<file path="src/sv/hgcpf_pkg.sv">
`default_nettype none

package hgcpf_pkg;

    localparam int NUM_CELLS_DEF      = 64;
    localparam int SLOTS_PER_CELL_DEF = 8;
    localparam int BODY_ID_BITS_DEF   = 10;

    localparam int CNT_BITS = 7;
    localparam logic [CNT_BITS-1:0] PAIR_CAP    = 7'd64;
    localparam logic [CNT_BITS-1:0] LIMIT_RESET = 7'd64;

    typedef enum logic [2:0] {
        ACT_ADD        = 3'd0,
        ACT_QUERY_BODY = 3'd1,
        ACT_QUERY_ALL  = 3'd2,
        ACT_LIST       = 3'd3,
        ACT_CLEAR      = 3'd4
    } action_t;

    typedef enum logic [1:0] {
        ST_OK    = 2'd0,
        ST_FULL  = 2'd1,
        ST_RANGE = 2'd2
    } status_t;

    typedef enum logic [3:0] {
        CMD_NONE,
        CMD_LATCH,
        CMD_CLR_STEP,
        CMD_FILL_RD,
        CMD_ADD_WR,
        CMD_SLOT_RD,
        CMD_QB_COUNT,
        CMD_QA_COUNT,
        CMD_REWIND,
        CMD_NEXT_CELL,
        CMD_STEP_I,
        CMD_EMIT_PAIR,
        CMD_EMIT_SINGLE
    } dp_cmd_t;

    typedef struct packed {
        logic [2:0] act;
        logic       err;
        logic       out_free;
        logic       i_end;
        logic       cell_end;
        logic       done;
        logic       tot_zero;
        logic       fill_zero;
        logic       match;
        logic       pairs_done;
    } dp_stat_t;

endpackage

`default_nettype wire

</file>
<file path="src/sv/hgcpf_ctrl.sv">
`default_nettype none

module hgcpf_ctrl (
    input  wire logic                clk,
    input  wire logic                rst_n,
    input  wire logic                in_valid,
    output logic                     in_stall,
    input  wire hgcpf_pkg::dp_stat_t stat,
    output hgcpf_pkg::dp_cmd_t       cmd
);
    import hgcpf_pkg::*;

    typedef enum logic [4:0] {
        S_INIT,
        S_IDLE,
        S_DISP,
        S_ADD,
        S_CLR,
        S_SINGLE,
        S_QB_CHK,
        S_QB_CNT,
        S_QB_GO,
        S_QB_EM,
        S_QA_NXT,
        S_QA_CNT,
        S_QA_GO,
        S_QA_CELL,
        S_QA_EM,
        S_LS_GO,
        S_LS_EM
    } state_t;

    state_t state_reg, state_next;
    logic   stall_reg, stall_next;

    always_comb
    begin
        state_next = state_reg;
        cmd        = CMD_NONE;
        unique case (state_reg)
            S_INIT:
            begin
                // clearing pass over every cell fill after reset
                if (stat.cell_end)
                begin
                    state_next = S_IDLE;
                end
                else
                begin
                    cmd = CMD_CLR_STEP;
                end
            end
            S_IDLE:
            begin
                if (in_valid)
                begin
                    cmd        = CMD_LATCH;
                    state_next = S_DISP;
                end
            end
            S_DISP:
            begin
                priority if (stat.err)
                begin
                    state_next = S_SINGLE;
                end
                else if (stat.act == ACT_ADD)
                begin
                    cmd        = CMD_FILL_RD;
                    state_next = S_ADD;
                end
                else if (stat.act == ACT_QUERY_BODY)
                begin
                    cmd        = CMD_FILL_RD;
                    state_next = S_QB_CHK;
                end
                else if (stat.act == ACT_QUERY_ALL)
                begin
                    state_next = S_QA_NXT;
                end
                else if (stat.act == ACT_LIST)
                begin
                    cmd        = CMD_FILL_RD;
                    state_next = S_LS_GO;
                end
                else if (stat.act == ACT_CLEAR)
                begin
                    state_next = S_CLR;
                end
                else
                begin
                    state_next = S_SINGLE;
                end
            end
            S_ADD:
            begin
                cmd        = CMD_ADD_WR;
                state_next = S_SINGLE;
            end
            S_CLR:
            begin
                if (stat.cell_end)
                begin
                    state_next = S_SINGLE;
                end
                else
                begin
                    cmd = CMD_CLR_STEP;
                end
            end
            S_SINGLE:
            begin
                if (stat.out_free)
                begin
                    cmd        = CMD_EMIT_SINGLE;
                    state_next = S_IDLE;
                end
            end
            S_QB_CHK:
            begin
                // first pass counts the pairs so every beat carries the total
                if (stat.i_end)
                begin
                    cmd        = CMD_REWIND;
                    state_next = S_QB_GO;
                end
                else
                begin
                    cmd        = CMD_SLOT_RD;
                    state_next = S_QB_CNT;
                end
            end
            S_QB_CNT:
            begin
                cmd        = CMD_QB_COUNT;
                state_next = S_QB_CHK;
            end
            S_QB_GO:
            begin
                if (stat.done)
                begin
                    state_next = stat.tot_zero ? S_SINGLE : S_IDLE;
                end
                else
                begin
                    cmd        = CMD_SLOT_RD;
                    state_next = S_QB_EM;
                end
            end
            S_QB_EM:
            begin
                if (stat.match)
                begin
                    cmd        = CMD_STEP_I;
                    state_next = S_QB_GO;
                end
                else if (stat.out_free)
                begin
                    cmd        = CMD_EMIT_PAIR;
                    state_next = S_QB_GO;
                end
            end
            S_QA_NXT:
            begin
                if (stat.cell_end)
                begin
                    cmd        = CMD_REWIND;
                    state_next = S_QA_GO;
                end
                else
                begin
                    cmd        = CMD_FILL_RD;
                    state_next = S_QA_CNT;
                end
            end
            S_QA_CNT:
            begin
                cmd        = CMD_QA_COUNT;
                state_next = S_QA_NXT;
            end
            S_QA_GO:
            begin
                if (stat.done)
                begin
                    state_next = stat.tot_zero ? S_SINGLE : S_IDLE;
                end
                else
                begin
                    cmd        = CMD_FILL_RD;
                    state_next = S_QA_CELL;
                end
            end
            S_QA_CELL:
            begin
                priority if (stat.done)
                begin
                    state_next = S_IDLE;
                end
                else if (stat.pairs_done)
                begin
                    cmd        = CMD_NEXT_CELL;
                    state_next = S_QA_GO;
                end
                else
                begin
                    cmd        = CMD_SLOT_RD;
                    state_next = S_QA_EM;
                end
            end
            S_QA_EM:
            begin
                if (stat.out_free)
                begin
                    cmd        = CMD_EMIT_PAIR;
                    state_next = S_QA_CELL;
                end
            end
            S_LS_GO:
            begin
                if (stat.i_end)
                begin
                    state_next = stat.fill_zero ? S_SINGLE : S_IDLE;
                end
                else
                begin
                    cmd        = CMD_SLOT_RD;
                    state_next = S_LS_EM;
                end
            end
            S_LS_EM:
            begin
                if (stat.out_free)
                begin
                    cmd        = CMD_EMIT_PAIR;
                    state_next = S_LS_GO;
                end
            end
            default:
            begin
                state_next = S_IDLE;
            end
        endcase
    end

    assign stall_next = state_next != S_IDLE;

    always_ff @(posedge clk or negedge rst_n)
    begin
        if (!rst_n)
        begin
            state_reg <= S_INIT;
            stall_reg <= 1'b1;
        end
        else
        begin
            state_reg <= state_next;
            stall_reg <= stall_next;
        end
    end

    assign in_stall = stall_reg;

endmodule

`default_nettype wire

</file>
<file path="config.mk">
export PLATFORM = sky130hd
export DESIGN_NAME = hgcpf_ctrl
export DESIGN_NICKNAME = d
export VERILOG_FILES = /design/src/sv/hgcpf_pkg.sv /design/src/sv/hgcpf_ctrl.sv
export SDC_FILE = /design/constraint.sdc
export NUM_CORES = 1
export LEC_CHECK = 0
export BUFFER_PORTS_ARGS = -buffer_cell sky130_fd_sc_hd__buf_2
export CORE_UTILIZATION = 55
export DETAILED_ROUTE_END_ITERATION = 8
export GPL_ROUTABILITY_DRIVEN = 1
export HOLD_SLACK_MARGIN = 0.06
export PLACE_DENSITY = 0.81
export SYNTH_ARGS = -nofsm -noshare
export SYNTH_HDL_FRONTEND = slang
export SYNTH_SLANG_ARGS = --single-unit
</file>
<file path="constraint.sdc">
create_clock -name clk -period 4.85 [get_ports clk]
set_input_delay 0.97 -clock clk [delete_from_list [all_inputs] [get_ports clk]]
set_output_delay 0.97 -clock clk [all_outputs]
set_load 0.05 [all_outputs]
</file>
-- Word level (Yosys, flattened, before mapping)
Cells that the tools add are included.
- output and inout port bits: 5
- register bits after elaboration: 6
- logic and storage cells: 69
- muxes and demuxes: 42
- reduce and logical (&&, ||, !) cells: 4
- eq/ne operators: 21
- operator list (cell ; number):
    one-hot mux 5 bit (17 select lines) ; 1
    two-way mux 4 bit ; 16
    one-hot mux 4 bit (15 select lines) ; 1
    two-way mux 5 bit ; 9
    == test 5 x 4 -> 1 bit (second input constant) ; 8
    == test 5 x 3 -> 1 bit (second input constant) ; 4
    two-way mux 2 bit ; 8
    two-way mux 3 bit ; 5
    == test 5 x 2 -> 1 bit (second input constant) ; 2
    == test 3 x 2 -> 1 bit (second input constant) ; 2
    == test 5 x 1 -> 1 bit (second input constant) ; 1
    == test 5 bit (second input constant) ; 1
    logical NOT 5 bit ; 1
    inequality test 5 x 1 -> 1 bit (second input constant) ; 1
    OR reduction 2 bit ; 2
    == test 3 x 1 -> 1 bit (second input constant) ; 1
    == test 3 bit (second input constant) ; 1
    logical NOT 3 bit ; 1
    two-way mux 1 bit ; 2

-- Logic depth before layout (Yosys ltp)
- word-level depth: 9
- mapped depth: 8
- gate-level depth less buffers: 5

-- Worst setup path before layout
OpenSTA, ideal clock, no wires.
- kind: input to output
- start: in stat[1] (netlist bit)
- end: out cmd[1]
- slack: 990 ps
- cell stages on the path: 2
- arrival time: 2890 ps
- buffers on the path: 0
- data required time: 3880 ps
- cell sequence: o21ai_0 -> o311ai_0
- word-level cells in the longest chain between the ends: 2
- RTL lines (item ; line ; text):
    from (decl) ; hgcpf_ctrl.sv:8 ; input wire hgcpf_pkg::dp_stat_t stat,
    two-way mux 4 bit ; hgcpf_ctrl.sv:152 ; if (stat.match)
    one-hot mux 4 bit (15 select lines) ; hgcpf_ctrl.sv:40 ; unique case (state_reg)
    to (decl) ; hgcpf_ctrl.sv:9 ; output hgcpf_pkg::dp_cmd_t cmd
Every way passes these cells.

-- Worst setup path after layout
- start: reg state_reg[1]
- end: out cmd[1]
- word-level cells in the longest chain between the ends: 3
- elaborated cells on any way between the ends: 20
- classes of those cells: 16 x eq/ne; 1 x mux; 3 x reduce/logical
- RTL lines (item ; line ; text):
    from (decl) ; hgcpf_ctrl.sv:33 ; state_t state_reg, state_next;
    from (signal assigned) ; hgcpf_ctrl.sv:256 ; state_reg <= state_next;
    == test 5 bit, or another cell as far along ; hgcpf_ctrl.sv:40 ;
    OR reduction 2 bit (no source line) ; n/a ;
    one-hot mux 4 bit (15 select lines) * ; hgcpf_ctrl.sv:40 ;
Every way passes the cells marked *; elsewhere a longest branch is shown, timed or not.

==> flow_metrics.py <==
metrics = {
    "outcome": {
        "status": "finished, final reports clean",
    },
    "place": {
        "place_area_um2": 948,
        "port_buffers": 19,
        "gp_routability_congestion": 0.968,
        "dp_hpwl_um": 1860,
        "dp.cells": 150,
    },
    "layout": {
        "drive_gt1_share_pct": 21.7,
        "largest_register_ffs": 5,
        "instances_no_fill": 154,
        "antennaDiodeCount": 0,
        "nets": 154,
        "synthToLayoutAreaGrowth_pct": 9.87,
        "final_area_um2": 975,
    },
    "setup_path": {
        "crit_path_top_delay_cell": "dfrtp_1",
        "r2r_start": "state_reg[2]$_DFF_PN0_",
        "cp_top_family": "simple AND/OR/NAND/NOR gates",
        "rr_worst_depth": 5,
        "worstSetupStartpointType": "flop",
        "path_depth": 6,
        "worstSetupPathType": "flop to output pin",
        "rr_endpoint": "in_stall$_DFF_PN1_",
        "cp_max_fo": 18,
        "cp.arrival_ps": 2460,
        "cp_num_buf_inv": 1,
        "crit_path_end_kind": "output pin",
        "path_cells": "nor3b_1, and3_1, a22o_1, nor2_1, o311ai_0, buf_2",
        "r2r_slack_ps": 2120,
        "required_ps": 3880,
        "critPathMaxStageDelay_ps": 650,
    },
    "worst_hold_path": {
        "hold_class": "primary input to async pin",
    },
    "pwr": {
        "comb_power_share_pct": 64.2,
        "switching_share_pct": 57.5,
        "p_seq_share_pct": 26.0,
        "p_leak_nw": 0.422,
        "total_power_mw": 0.551,
        "internal_power_mw": 0.234,
        "power_density_nw_per_um2": 565,
        "pwr-share-clk_pct": 9.8,
        "netSwitchingPower_mw": 0.317,
        "irDropWorstVdd_mv": 0.320,
    },
    "sta": {
        "fmax_ghz": 0.291,
        "final.min_clock_period_ps": 3430,
        "timing.hold.ws_ps": 520,
        "slew_viol_final": 0,
        "hold_violations": 0,
        "clock_skew_ps": 8.14,
        "fin_setup_tns_ps": 0,
        "rsz0062_at_grt": "no",
        "slew_headroom_pct": 51.1,
        "fin_crit_sh_pct": 70.8,
        "setup_viol": 0,
        "max_slew.worst_pin.slew_ps": 733,
    },
    "synthesis": {
        "synth_edf_count": 0,
        "synth.avg_cell_area_um2": 7.10,
        "synth_top_area_share_pct": 14.1,
        "ys.flop_type": "dfrtp_1",
        "seq_area_frac_synth_pct": 17.1,
        "synth_nets": 140,
        "synthArstFlopShare_pct": 100,
        "yosysUniqueCellTypes": 49,
        "ys_seq_elements": 6,
        "synthTopCellsByArea": "dfrtp_1, o21ai_0, nand2b_1",
        "yosys_warnings": 0,
        "synth.most_common_cell": "o21ai_0",
        "synthTopCellsByCount": "o21ai_0, nand2_1, nor2_1",
        "syn_inst": 125,
        "yosysTopAreaCell": "dfrtp_1",
        "synth.cell_area_um2": 887,
    },
    "global_route": {
        "antenna_found_initial": 0,
        "overflow": 0,
        "grt_max_degree": 28,
        "grt_use_total_pct": 30.1,
        "grt_pass1_vias": 965,
        "grt_first_pass_wirelength_um": 4240,
    },
    "clock_network": {
        "cts.repair.resized": 0,
        "htreeDepth": 1,
        "cts_buffers": 3,
        "clk_pin_slew_ps": 50,
        "cts_tree": "done",
        "cts_hold_buf": 0,
        "insertion_delay_ps": 260,
        "clockBufferDepth": 2,
        "cts.sinks": 6,
        "post_cts_buffers": 0,
        "cts_root_buffer": "clkbuf_4",
    },
    "detailed_routing": {
        "routedWlPerCell_um": 16.2,
        "drt_first_pass_iters": 4,
        "ant_nets": 0,
        "totalWireLength_um": 2500,
        "via_per_inst": 6.93,
        "drc": 0,
        "drtIter0Drc": 65,
        "vias": 1067,
    },
    "floorplanning": {
        "core.rowCount": 14,
        "core_area_um2": 1510,
        "start_util_pct": 58.9,
        "fp.dieH_um": 42.2,
        "die_area_um2": 1780,
        "die_w_um": 42.2,
        "pin_count": 20,
    },
    "job": {
        "cap_violations": 0,
    },
}
## metal layers
layer  vias up  GRT usage [%]  share of wire [%]  wire length (µm)
met4         0           11.9                3.3                82
met2        75           46.5                 46              1150
met1       475           40.8                 42              1050
li1        505              -                  -                 -
met3        12           6.47                8.7               218
met5         -              0                  0                 0
## how the worst max path moves through the flow
stage / startpoint / end
after floorplan: stat[1] / cmd[1]
after global placement: stat[4] / cmd[2]
after detailed placement: stat[7] / cmd[0]
after CTS: state_reg[1]$_DFF_PN0_ / cmd[1]
after global routing: state_reg[1]$_DFF_PN0_ / cmd[1]
final: state_reg[1]$_DFF_PN0_ / cmd[1]
## per-stage QoR
step	worst slack (ps)	util, %
after floorplan	990	-
after global placement	1660	63.0
after detailed placement	1620	63.0
after CTS	1480	64.7
after global routing	1330	64.7
final	1420	64.7
## cell families (layout without fill, tap and decap cells)
family	count (synthesis)	after routing	synth area share, %
AND/OR/NAND/NOR	67	67	45.8
AO/OA/AOI/OAI	36	36	26.5
buffers and inverters	13	26	7.33
flip-flops	6	6	17.1
multiplexers	2	2	2.26
XOR/XNOR	1	1	0.987
## layout by cell type (no fill, tap or decap), types with 4 or more instances in the layout
master / n
buf_2: 19
o21ai_0: 12
nand2_1: 10
nor2_1: 9
nand3_1: 8
nand2b_1: 7
a21oi_1: 6
nor3_1: 5
dfrtp_1: 5
and3_1: 4
## area by class of cell
cell class,count,area [µm²]
inverters,3,11.3
repair buffers,19,95.1
well taps,16,20.0
flip-flops and latches,6,151
fillers,148,532
clock buffers,4,26.3
multi-input cells,106,671
## worst register-to-register path: stages, from the launching register on
cell	delay (ps)
dfrtp_1	810
nor2_1	280
and4_1	290
o21bai_1	170
or4b_4	560
or4b_1	520
## power groups by stage
stage	logic (mW)	clock network [mW]	registers, mW
final	0.354	0.0540	0.143
after global routing	0.384	0.0578	0.151
after CTS	0.351	0.0553	0.141
after detailed placement	0.350	0	0.142
after global placement	0.345	0	0.140
after floorplan	0.334	0	0.0931
Note: power is estimated with default switching activity, not from simulation.
